[config.mk]
export PLATFORM = sky130hd
export DESIGN_NAME = bqbc_ctrl
export DESIGN_NICKNAME = d
export VERILOG_FILES = /design/src/hdl/binary_quadtree_block_counter_defines.svh /design/src/hdl/bqbc_pkg.sv /design/src/hdl/bqbc_ctrl.sv
export SDC_FILE = /design/constraint.sdc
export NUM_CORES = 1
export LEC_CHECK = 0
export ABC_AREA = 1
export BUFFER_PORTS_ARGS = -buffer_cell sky130_fd_sc_hd__buf_2
export CAP_MARGIN = 10
export CORE_AREA = 2 2 39 41
export CTS_CLUSTER_SIZE = 28
export DETAILED_ROUTE_END_ITERATION = 7
export DIE_AREA = 0 0 41 43
export PLACE_DENSITY = 0.5
export SKIP_CTS_REPAIR_TIMING = 1
export SLEW_MARGIN = 10
export SYNTH_ARGS = -nofsm -noshare
export SYNTH_HDL_FRONTEND = slang
export SYNTH_SLANG_ARGS = --single-unit
export TNS_END_PERCENT = 100
[constraint.sdc]
create_clock -name clk -period 2.6 [get_ports clk]
set_input_delay 0.39 -clock clk [delete_from_list [all_inputs] [get_ports clk]]
set_output_delay 0.39 -clock clk [all_outputs]
set_load 0.01 [all_outputs]
[src/hdl/binary_quadtree_block_counter_defines.svh]
// Assertion macros for the binary quadtree block counter.
// Used inside modules that have clk and rst_n in scope; no other dependencies.
`ifndef BINARY_QUADTREE_BLOCK_COUNTER_DEFINES_SVH
`define BINARY_QUADTREE_BLOCK_COUNTER_DEFINES_SVH

// Consequent must hold in the same cycle as the antecedent
`define BQBC_ASSERT_NOW(label, ante, cons) \
  label: assert property (@(posedge clk) disable iff (!rst_n) (ante) |-> (cons)) \
    else $error("bqbc: same-cycle check failed");

// Consequent must hold in the cycle after the antecedent
`define BQBC_ASSERT_NEXT(label, ante, cons) \
  label: assert property (@(posedge clk) disable iff (!rst_n) (ante) |=> (cons)) \
    else $error("bqbc: next-cycle check failed");

`endif

[src/hdl/bqbc_pkg.sv]
// Shared types and constants for the binary quadtree block counter.
// No dependencies; the files that use it reference it by scoped names.
`default_nettype none

package bqbc_pkg;

  // Default largest image side in pixels
  localparam int SIDE_MAX_DEF = 64;

  // Field and register widths
  localparam int TALLY_W     = 13;
  localparam int SIDE_LOG2_W = 3;
  localparam int CFG_AW      = 3;
  localparam int CFG_DW      = 32;

  localparam logic [SIDE_LOG2_W-1:0] SIDE_LOG2_RESET = 3'd6;
  localparam logic [TALLY_W-1:0]     MERGE_COST      = 13'd3;

  // Register index (paddr word bit)
  localparam logic REG_SIDE_LOG2 = 1'b0;

  // Read order within one block: base corner, then the three sub-block corners
  localparam logic [1:0] RD_BASE  = 2'd0;
  localparam logic [1:0] RD_RIGHT = 2'd1;
  localparam logic [1:0] RD_DOWN  = 2'd2;
  localparam logic [1:0] RD_DIAG  = 2'd3;

  // Sub-block offsets in units of half a block: {row, col}
  localparam logic NBR_OFF [3][2] = '{'{1'b0, 1'b1}, '{1'b1, 1'b0}, '{1'b1, 1'b1}};

  // Controller to datapath commands
  typedef struct packed {
    logic       load;
    logic       rd_en;
    logic [1:0] rd_k;
    logic       eval;
    logic       emit;
  } bqbc_cmd_t;

  // Datapath to controller status
  typedef struct packed {
    logic load_last;
    logic side_one;
    logic blk_last;
    logic lvl_last;
  } bqbc_status_t;

endpackage

`default_nettype wire

[src/hdl/bqbc_ctrl.sv]
// Sequencer for load, quadtree merge reads, evaluation and result issue.
// Depends on bqbc_pkg for command and status types.
`default_nettype none

module bqbc_ctrl (
  input  wire                    clk,
  input  wire                    rst_n,
  input  wire                    restart,
  input  wire                    in_valid,
  output logic                   in_ready,
  input  wire bqbc_pkg::bqbc_status_t st,
  output bqbc_pkg::bqbc_cmd_t    cmd
);

  localparam logic [2:0] S_LOAD = 3'd0;
  localparam logic [2:0] S_READ = 3'd1;
  localparam logic [2:0] S_EVAL = 3'd2;
  localparam logic [2:0] S_EMIT = 3'd3;
  localparam logic [2:0] S_DONE = 3'd4;

  logic [2:0] state_r, state_nxt;
  logic [1:0] k_r, k_nxt;

  // Next state and commands
  always_comb begin
    state_nxt = state_r;
    k_nxt     = k_r;
    in_ready  = 1'b0;
    cmd       = '0;
    unique case (state_r)
      S_LOAD: begin
        in_ready = 1'b1;
        cmd.load = in_valid;
        if (in_valid && st.load_last) begin
          k_nxt     = bqbc_pkg::RD_BASE;
          state_nxt = st.side_one ? S_EMIT : S_READ;
        end
      end
      S_READ: begin
        cmd.rd_en = 1'b1;
        cmd.rd_k  = k_r;
        k_nxt     = k_r + 2'd1;
        if (k_r == bqbc_pkg::RD_DIAG) begin
          state_nxt = S_EVAL;
        end
      end
      S_EVAL: begin
        cmd.eval  = 1'b1;
        k_nxt     = bqbc_pkg::RD_BASE;
        state_nxt = (st.blk_last && st.lvl_last) ? S_EMIT : S_READ;
      end
      S_EMIT: begin
        cmd.emit  = 1'b1;
        state_nxt = S_DONE;
      end
      S_DONE: begin
        // requests past the last pixel are taken and dropped
        in_ready = 1'b1;
      end
      default: begin
        state_nxt = S_LOAD;
      end
    endcase
    if (restart) begin
      state_nxt = S_LOAD;
      k_nxt     = bqbc_pkg::RD_BASE;
    end
  end

  always_ff @(posedge clk) begin
    if (!rst_n) begin
      state_r <= S_LOAD;
      k_r     <= bqbc_pkg::RD_BASE;
    end else begin
      state_r <= state_nxt;
      k_r     <= k_nxt;
    end
  end

endmodule

`default_nettype wire

==> results of run 1 <==
-- tightest hold or removal path: stages --
cell and delay, ps:
buf_2 70, nand3_1 70, nand2_1 60, nor2_1 30, nor2_1 60
-- cells by family after synthesis --
| logic type | count (synthesis) | synth area share, % |
|---|---|---|
| buffers and inverters | 9 | 11.44 |
| adders and majority gates | 1 | 4.237 |
| AOI/OAI and AO/OA | 4 | 6.780 |
| and+or+nand+nor | 28 | 43.65 |
| DFF | 5 | 33.90 |
-- routing by layer --
| layer | global-route usage, % | vias to the layer above |
|---|---|---|
| met2 | 11.56 | 14 |
| met5 | 0 | - |
| met1 | 11.29 | 138 |
| li1 | - | 182 |
| met3 | 3.141 | 4 |
| met4 | 10.00 | 0 |
-- power groups by stage --
stage / Combinational, mW / Sequential (mW) / Clock [mW]
after global routing: 0.0356 / 0.0814 / 0.101
after detailed placement: 0.0311 / 0.0826 / 0
after global placement: 0.0314 / 0.0826 / 0
after floorplan: 0.0195 / 0.0822 / 0
final: 0.0310 / 0.0812 / 0.0917
after CTS: 0.0314 / 0.0812 / 0.0939
-- registers in the layout, indices dropped and copies added (netlist names) --
name     cells
k_r          2
state_r      3
-- synthesized netlist by cell type (all sizes together) --
master / n / area share (%)
ha: 1 / 4.2
a21oi: 4 / 6.8
nand3: 3 / 6.8
nand4: 1 / 2.1
inv: 9 / 11
dfxtp: 5 / 34
and3: 1 / 2.1
nor2: 9 / 12
nand2: 12 / 17
nor3: 2 / 3.4
-- per-stage QoR --
stage / hold WS [ps] / instance area, um2 / power [mW]
2_1_floorplan: 455.6 / 295.3 / 0.1016
3_3_place_gp: 482.6 / 385.4 / 0.1140
4_1_cts: 485.1 / 411.6 / 0.2065
6_report: 477.1 / 411.6 / 0.2039
3_5_place_dp: 481.2 / 385.4 / 0.1137
5_1_grt: 514.1 / 411.6 / 0.2183
-- final cells by class --
cell class	instances	area, um2
fillers	165	972.2
multi-input cells	33	161.4
flip-flops and latches	5	100.1
repair buffers	14	70.07
inverters	9	33.78
clock buffers	4	26.28
well taps	16	20.02
-- worst max-delay path by stage --
| stage | to | slack [ps] | depth (start not counted) |
|---|---|---|---|
| after floorplan | cmd[0] | 1480 | 2 |
| final | cmd[4] | 1130 | 4 |
| after detailed placement | cmd[5] | 1390 | 3 |
| after global routing | cmd[4] | 1050 | 4 |
| after CTS | cmd[5] | 1130 | 3 |
| after global placement | cmd[4] | 1380 | 4 |
==> results_dict.tcl, run 1 <==
set metrics [dict create \
    reg2reg_slack_ps 1640 \
    mostFrequentLayoutCells "14 x buf_2, 10 x nand2_1, 8 x inv_1, 8 x nor2_1, 5 x dfxtp_1" \
    startpoint "state_r[2]" \
    synth_area_um2 295.3 \
    grt-ovfl-total 0 \
    grt_pass1_vias 259 \
    setup_viol 0 \
    core-area_um2 1384 \
    io_pins 15 \
    cts_buffers 3 \
    slew_viol_final 0 \
    place_ws_ps 1390 \
    top_layer "met4" \
    fin_crit_sh_pct 56.70 \
    synthDistinctLibCells 14 \
    postSynthCellCount 47 \
    synth_fp_nets 56 \
    layout-drive-gt1-share_pct 33.85 \
    grt_start_max_net_pins 7 \
    tightest_slew_ps 221.8 \
    routed_wl_um 690 \
    cp_top_family "buffers and inverters" \
    r2r_end "k_r[1]" \
    met1_length_um 319 \
    drt-initial-drc-count 2 \
    whs_path_depth 5 \
    clk_latency_ps 250 \
    detail_route.wl_per_cell_um 8.519 \
    gp_congestion 0.6740 \
    intPower_uw 150.5 \
    clock.fmax_ghz 0.6783 \
    critPathMaxStageDelay_ps 340 \
    rsz0062_at_grt "no" \
    seq_area_frac_synth_pct 33.90 \
    sequentialPowerShare_pct 39.8 \
    finalCriticalPeriod_ps 1474 \
    ant_nets 0 \
    p_sw_uw 53.44 \
    dr.pass1.iters 2 \
    area_growth_pct 39.41 \
    holdPathEnd "state_r[1]" \
    fin_nets 75 \
    worstPathBufferInverterCount 3 \
    fin_util_pct 29.75 \
    final.setup.tns_ps 0 \
    fin_ws_ps 1126 \
    clock_skew_ps 4.655 \
    dpl.cell_count 77 \
    p_per_area_nw_per_um2 495.3 \
    routed_via_density 4.173 \
    outcome "finished clean" \
    drcViolationCount 0 \
    leakage_nw 0.2083 \
    antenna_found_initial 0 \
    grt_util_all_layers_pct 9.347 \
    io_buffer_count 14 \
    peakVddDrop_mv 0.1543 \
    crit_path_top_delay_cell "dfxtp_1" \
    crit_chain "inv_1 > nand3_2 > inv_1 > buf_2" \
    grt_pass1_wl_um 1062 \
    hold_violations 0 \
    antenna_cells 0 \
    rows 14 \
    r2r-start "state_r[2]" \
    pwr-share-clk_pct 45.0 \
    final_common_cell "buf_2" \
    dieArea_um2 1763 \
    ys_warn_count 0 \
    cts_sinks 5 \
    path_class "flip-flop to output port" \
    crit_arrival_ps 1080 \
    max-clock-path-buffers 2 \
    via_count 338 \
    worstPathRequired_ps 2210 \
    cts_tree "done" \
    syn_avg_cell_area_um2 6.283 \
    wl_met2_um 276 \
    hp-start "st[2]" \
    hold_class "input pin to flip-flop" \
    wl_met3_um 70 \
    initial_utilization_pct 21.34 \
    die_h_um 43 \
    dp_hpwl_um 531.6 \
    max-cap-violations 0 \
    clk_transition_reported_paths_ps 50 \
    fin_cells 81 \
    p_comb_share_pct 15.2 \
    crit_fanout 5 \
    sw_frac_of_total_pct 26.21 \
    endpoint_kind "output port" \
    root_buffer "clkbuf_4" \
    ys_seq_elements 5 \
    fp.dieW_um 41 \
    reg2reg_depth 5 \
    cpMostUsedCell "inv_1" \
    maxSlewHeadroom_pct 85.19 \
    cp-start-kind "flip-flop" \
    htreeDepth 1 \
]
No activity file was read; power rests on OpenSTA's default activity.
==> run 2, diff against run 1 <==
Settings changed: ABC_AREA 1 to 0, PLACE_DENSITY 0.5 to 0.56.
Clock period 2.6 ns to 1.2 ns, I/O delays scaled along.
==> results_dict.tcl, run 2 <==
set metrics [dict create \
    outcome "finished with violations" \
    failed_checks "setup timing" \
    grt_pass1_wl_um 1159 \
    mostFrequentLayoutCells "10 x buf_2, 5 x buf_6, 5 x buf_4" \
    antenna_found_initial 0 \
    layout-drive-gt1-share_pct 60.71 \
    max-clock-path-buffers 2 \
    via_count 316 \
    clk_transition_reported_paths_ps 40 \
    core-area_um2 1384 \
    synth_fp_nets 44 \
    area_growth_pct 51.26 \
    crit_fanout 7 \
    maxSlewHeadroom_pct 82.65 \
    routed_wl_um 739 \
    rsz0062_at_grt "yes" \
    synth_edf_count 0 \
    ys_warn_count 0 \
    grt_util_all_layers_pct 10.65 \
    die_h_um 43 \
    synthDistinctLibCells 23 \
    finalPower_uw 461.2 \
    crit_path_top_delay_cell "dfxtp_4" \
    cp-start-kind "flip-flop" \
    antenna_cells 0 \
    worstPathBufferInverterCount 1 \
    synth.top_cell.area_share_pct 28.88 \
    dp_hpwl_um 551.5 \
    yosysMostFrequentCell "dfxtp_1" \
    grt_pass1_vias 278 \
    setup_viol 6 \
    dr.pass1.iters 3 \
    fin_nets 66 \
    drcViolationCount 0 \
    cp_top_family "simple AND/OR/NAND/NOR gates" \
    tightest_slew_ps 259.4 \
    io_pins 15 \
    met1_length_um 344 \
    drt-initial-drc-count 1 \
    clk_latency_ps 230 \
    final.setup.tns_ps -489.4 \
    synth_common_cells "5 x dfxtp_1, 3 x a21oi_1, 3 x nor2_1" \
    worstPathRequired_ps 1020 \
    max-cap-violations 0 \
    cts_tree "done" \
    synth_area_um2 346.6 \
    detail_route.wl_per_cell_um 10.26 \
    place_ws_ps 45.56 \
    io_buffer_count 14 \
    endpoint_kind "output port" \
    path_class "flip-flop to output port" \
    fin_crit_sh_pct 111.4 \
    initial_utilization_pct 25.05 \
    top_register "state_r" \
    gp_congestion 0.7535 \
    p_per_area_nw_per_um2 879.7 \
    fin_util_pct 37.88 \
    dieArea_um2 1763 \
    crit_arrival_ps 1160 \
    async_reset_ff_share_pct 0 \
    slew_viol_final 0 \
    seq_area_frac_synth_pct 28.88 \
    fillCellCount 150 \
    grt_start_max_net_pins 10 \
    peakVddDrop_mv 0.5692 \
    clock.fmax_ghz 0.7479 \
    top_layer "met3" \
    routed_via_density 4.389 \
    fin_ws_ps -137.0 \
    critPathMaxStageDelay_ps 370 \
    ant_nets 0 \
    yosysTopAreaCell "dfxtp_1" \
    ys_dominant_reg_cell "dfxtp_1" \
    rows 14 \
    cts_buffers 3 \
    finalCriticalPeriod_ps 1337 \
    worst_hold_slack_ps 223.9 \
    ys_seq_elements 5 \
    largest_register_ffs 3 \
    cts_sinks 5 \
    leakage_nw 0.2519 \
    hold_violations 0 \
    top_regs "state_r: 3 flops, k_r: 2 flops" \
    grt-ovfl-total 0 \
    root_buffer "clkbuf_4" \
    synth_area_leaders "dfxtp_1 29%, a211oi_4 5.8%, nand3b_4 5.8%" \
    hold_class "input pin to flip-flop" \
    fp.dieW_um 41 \
    htreeDepth 1 \
    syn_avg_cell_area_um2 9.902 \
    wl_met2_um 346 \
    crit_chain "nor3b_4 > and2_2 > buf_2" \
    final_common_cell "buf_2" \
    wl_met3_um 48 \
    clock_skew_ps 1.335 \
    postSynthCellCount 35 \
]
## run 2: cell count changes after synthesis, moves of 2 or more
cell	delta
and2_2	+2
nand2_1	-9
nand2_2	-2
nor2_1	-5
nand3_1	-2
inv_1	-8
o21ai_0	+2
buf_4	+2
## run 2: path summary, 6_finish.rpt
kind,from,end,slack [ps],cells past startpoint
max,state_r[1],cmd[3],-140,3
min,restart,state_r[0],220,3
max reg2reg,state_r[0],state_r[1],90,4
min reg2reg,k_r[0],k_r[0],490,1
## run 2: report_power, final
part / total [mW] / switching (mW) / internal, mW
Clock: 0.188 / 0.0627 / 0.125
Combinational: 0.0982 / 0.0432 / 0.0550
Sequential: 0.175 / 0.00539 / 0.170
Total: 0.461 / 0.111 / 0.350
## run 2: cell type report
type                       instances  area [um2]  share of cell area (%)
multi-input combinational         27       229.0                   43.68
timing repair buffer              20       143.9                   27.45
sequential                         5       105.1                   20.05
clock buffer                       4       26.28                   5.012
tap                               16       20.02                   3.819
## run 2: per-layer routing
metal | global-route usage, % | up-vias
met5 | 0 | -
met4 | 6.000 | 0
met2 | 13.13 | 8
met3 | 9.424 | 0
li1 | - | 167
met1 | 11.94 | 141
## run 2: metrics by stage
step	cells	cell area, um2
final	72	524.3
after global routing	72	524.3
after CTS	69	459.2
after detailed placement	65	432.9
after global placement	65	432.9
after floorplan	35	346.6
## run 2: kinds of logic (layout without fill, tap and decap cells)
group / count (synthesis) / in the layout / share of synthesized area (%)
buf+inv: 3 / 24 / 7.580
compound gates: 9 / 9 / 20.22
fa+ha+maj: 1 / 1 / 3.610
flops: 5 / 5 / 28.88
simple gates: 17 / 17 / 39.71
## run 2: worst min-delay path, delay by kind of cell
family / cells / cell delay, ps
buffers and inverters: 1 / 80
AND/OR/NAND/NOR: 1 / 50
AO/OA/AOI/OAI: 1 / 90
==> run 3, diff against run 2 <==
--- a/config.mk
+++ b/config.mk
@@ -8,3 +8,3 @@
 export ABC_AREA = 0
-export BUFFER_PORTS_ARGS = -buffer_cell sky130_fd_sc_hd__buf_2
+export BUFFER_PORTS_ARGS = -buffer_cell sky130_fd_sc_hd__clkbuf_2
 export CAP_MARGIN = 10
==> constraint.sdc (replaced) <==
create_clock -name clk -period 1.2 [get_ports clk]
set_input_delay 0.24 -clock clk [delete_from_list [all_inputs] [get_ports clk]]
set_output_delay 0.24 -clock clk [all_outputs]
set_load 0.01 [all_outputs]
==> results_dict.tcl, run 3 (synthesis results as in run 2) <==
set metrics [dict create \
    failed_checks "setup timing" \
    rows 14 \
    peakVddDrop_mv 0.4191 \
    clock.fmax_ghz 0.7103 \
    core-area_um2 1384 \
    critPathMaxStageDelay_ps 360 \
    hold_class "input pin to flip-flop" \
    maxSlewHeadroom_pct 82.93 \
    clk_transition_reported_paths_ps 50 \
    finalPower_uw 473.0 \
    fillCellCount 144 \
    mostFrequentLayoutCells "8 x clkbuf_2, 6 x buf_6, 5 x buf_4" \
    clk_latency_ps 240 \
    grt-ovfl-total 0 \
    cts_buffers 3 \
    antenna_cells 0 \
    fin_crit_sh_pct 117.3 \
    cts_tree "done" \
    top_regs "state_r: 3 flops, k_r: 2 flops" \
    endpoint_kind "output port" \
    rsz0062_at_grt "yes" \
    max-cap-violations 0 \
    leakage_nw 0.2553 \
    gp_congestion 0.6795 \
    largest_register_ffs 3 \
    grt_pass1_wl_um 1090 \
    grt_pass1_vias 282 \
    path_class "flip-flop to output port" \
    fin_ws_ps -207.8 \
    die_h_um 43 \
    crit_path_top_delay_cell "dfxtp_4" \
    finalCriticalPeriod_ps 1408 \
    slew_viol_final 0 \
    area_growth_pct 54.51 \
    layout-drive-gt1-share_pct 62.50 \
    worstPathRequired_ps 960 \
    io_buffer_count 14 \
    dp_hpwl_um 539.6 \
    grt_util_all_layers_pct 9.457 \
    max-clock-path-buffers 2 \
    initial_utilization_pct 25.05 \
    crit_arrival_ps 1170 \
    cts_sinks 5 \
    antenna_found_initial 0 \
    top_register "state_r" \
    crit_fanout 6 \
    worst_hold_slack_ps 258.6 \
    htreeDepth 1 \
    fp.dieW_um 41 \
    grt_start_max_net_pins 10 \
    io_pins 15 \
    dr.pass1.iters 2 \
    routed_via_density 4.208 \
    outcome "finished with violations" \
    met1_length_um 361 \
    crit_chain "nor3b_4 > and2_4 > buf_6" \
    wl_met2_um 359 \
    cp-start-kind "flip-flop" \
    p_per_area_nw_per_um2 883.3 \
    routed_wl_um 751 \
    via_count 303 \
    tightest_slew_ps 252.5 \
    setup_viol 6 \
    fin_nets 66 \
    final_common_cell "clkbuf_2" \
    wl_met3_um 30 \
    root_buffer "clkbuf_4" \
    clock_skew_ps 2.621 \
    dieArea_um2 1763 \
    hold_violations 0 \
    ant_nets 0 \
    top_layer "met3" \
    drcViolationCount 0 \
    drt-initial-drc-count 2 \
    detail_route.wl_per_cell_um 10.43 \
]
[run 3: metal layers]
layer,vias to the layer above,global-route usage (%)
li1,165,-
met1,130,11.00
met2,8,12.19
met3,0,6.283
met4,0,6.000
met5,-,0
[run 3: where the power goes]
part | internal (mW) | total, mW | switching, mW
Clock | 0.126 | 0.201 | 0.0745
Combinational | 0.0552 | 0.0979 | 0.0427
Sequential | 0.169 | 0.175 | 0.00600
Total | 0.350 | 0.473 | 0.123
[run 3: path summary, 6_finish.rpt]
path	startpoint	endpoint	cells after the start	slack, ps
setup / recovery	state_r[1]	cmd[3]	3	-210
hold / removal	restart	state_r[0]	3	260
setup reg to reg	state_r[0]	state_r[1]	4	70
hold reg to reg	k_r[0]	k_r[0]	1	490
[run 3: worst max-delay path: cells and delay by family (launching register included)]
| kind | cells | cell delay (ps) |
|---|---|---|
| buffers and inverters | 1 | 90 |
| DFF | 1 | 360 |
| and+or+nand+nor | 2 | 470 |
[run 3: area by class of cell]
class                   instances  area [um2]  share of cell area (%)
multi-input cells              27       230.2                   42.99
repair buffers                 20       150.1                   28.04
flip-flops and latches          5       108.9                   20.33
clock buffers                   4       26.28                   4.907
well taps                      16       20.02                   3.738
[run 3: through the flow]
step           utilization, %  instances  cell area (um2)  setup TNS (ps)  setup WS [ps]
2_1_floorplan               -         35            346.6               0          31.06
3_3_place_gp            31.83         66            440.4          -10.93         -7.396
3_5_place_dp            31.83         66            440.4               0          6.487
4_1_cts                 33.73         70            466.7           -1478         -275.1
5_1_grt                 38.70         72            535.5           -1280         -257.9
6_report                38.70         72            535.5          -925.1         -207.8
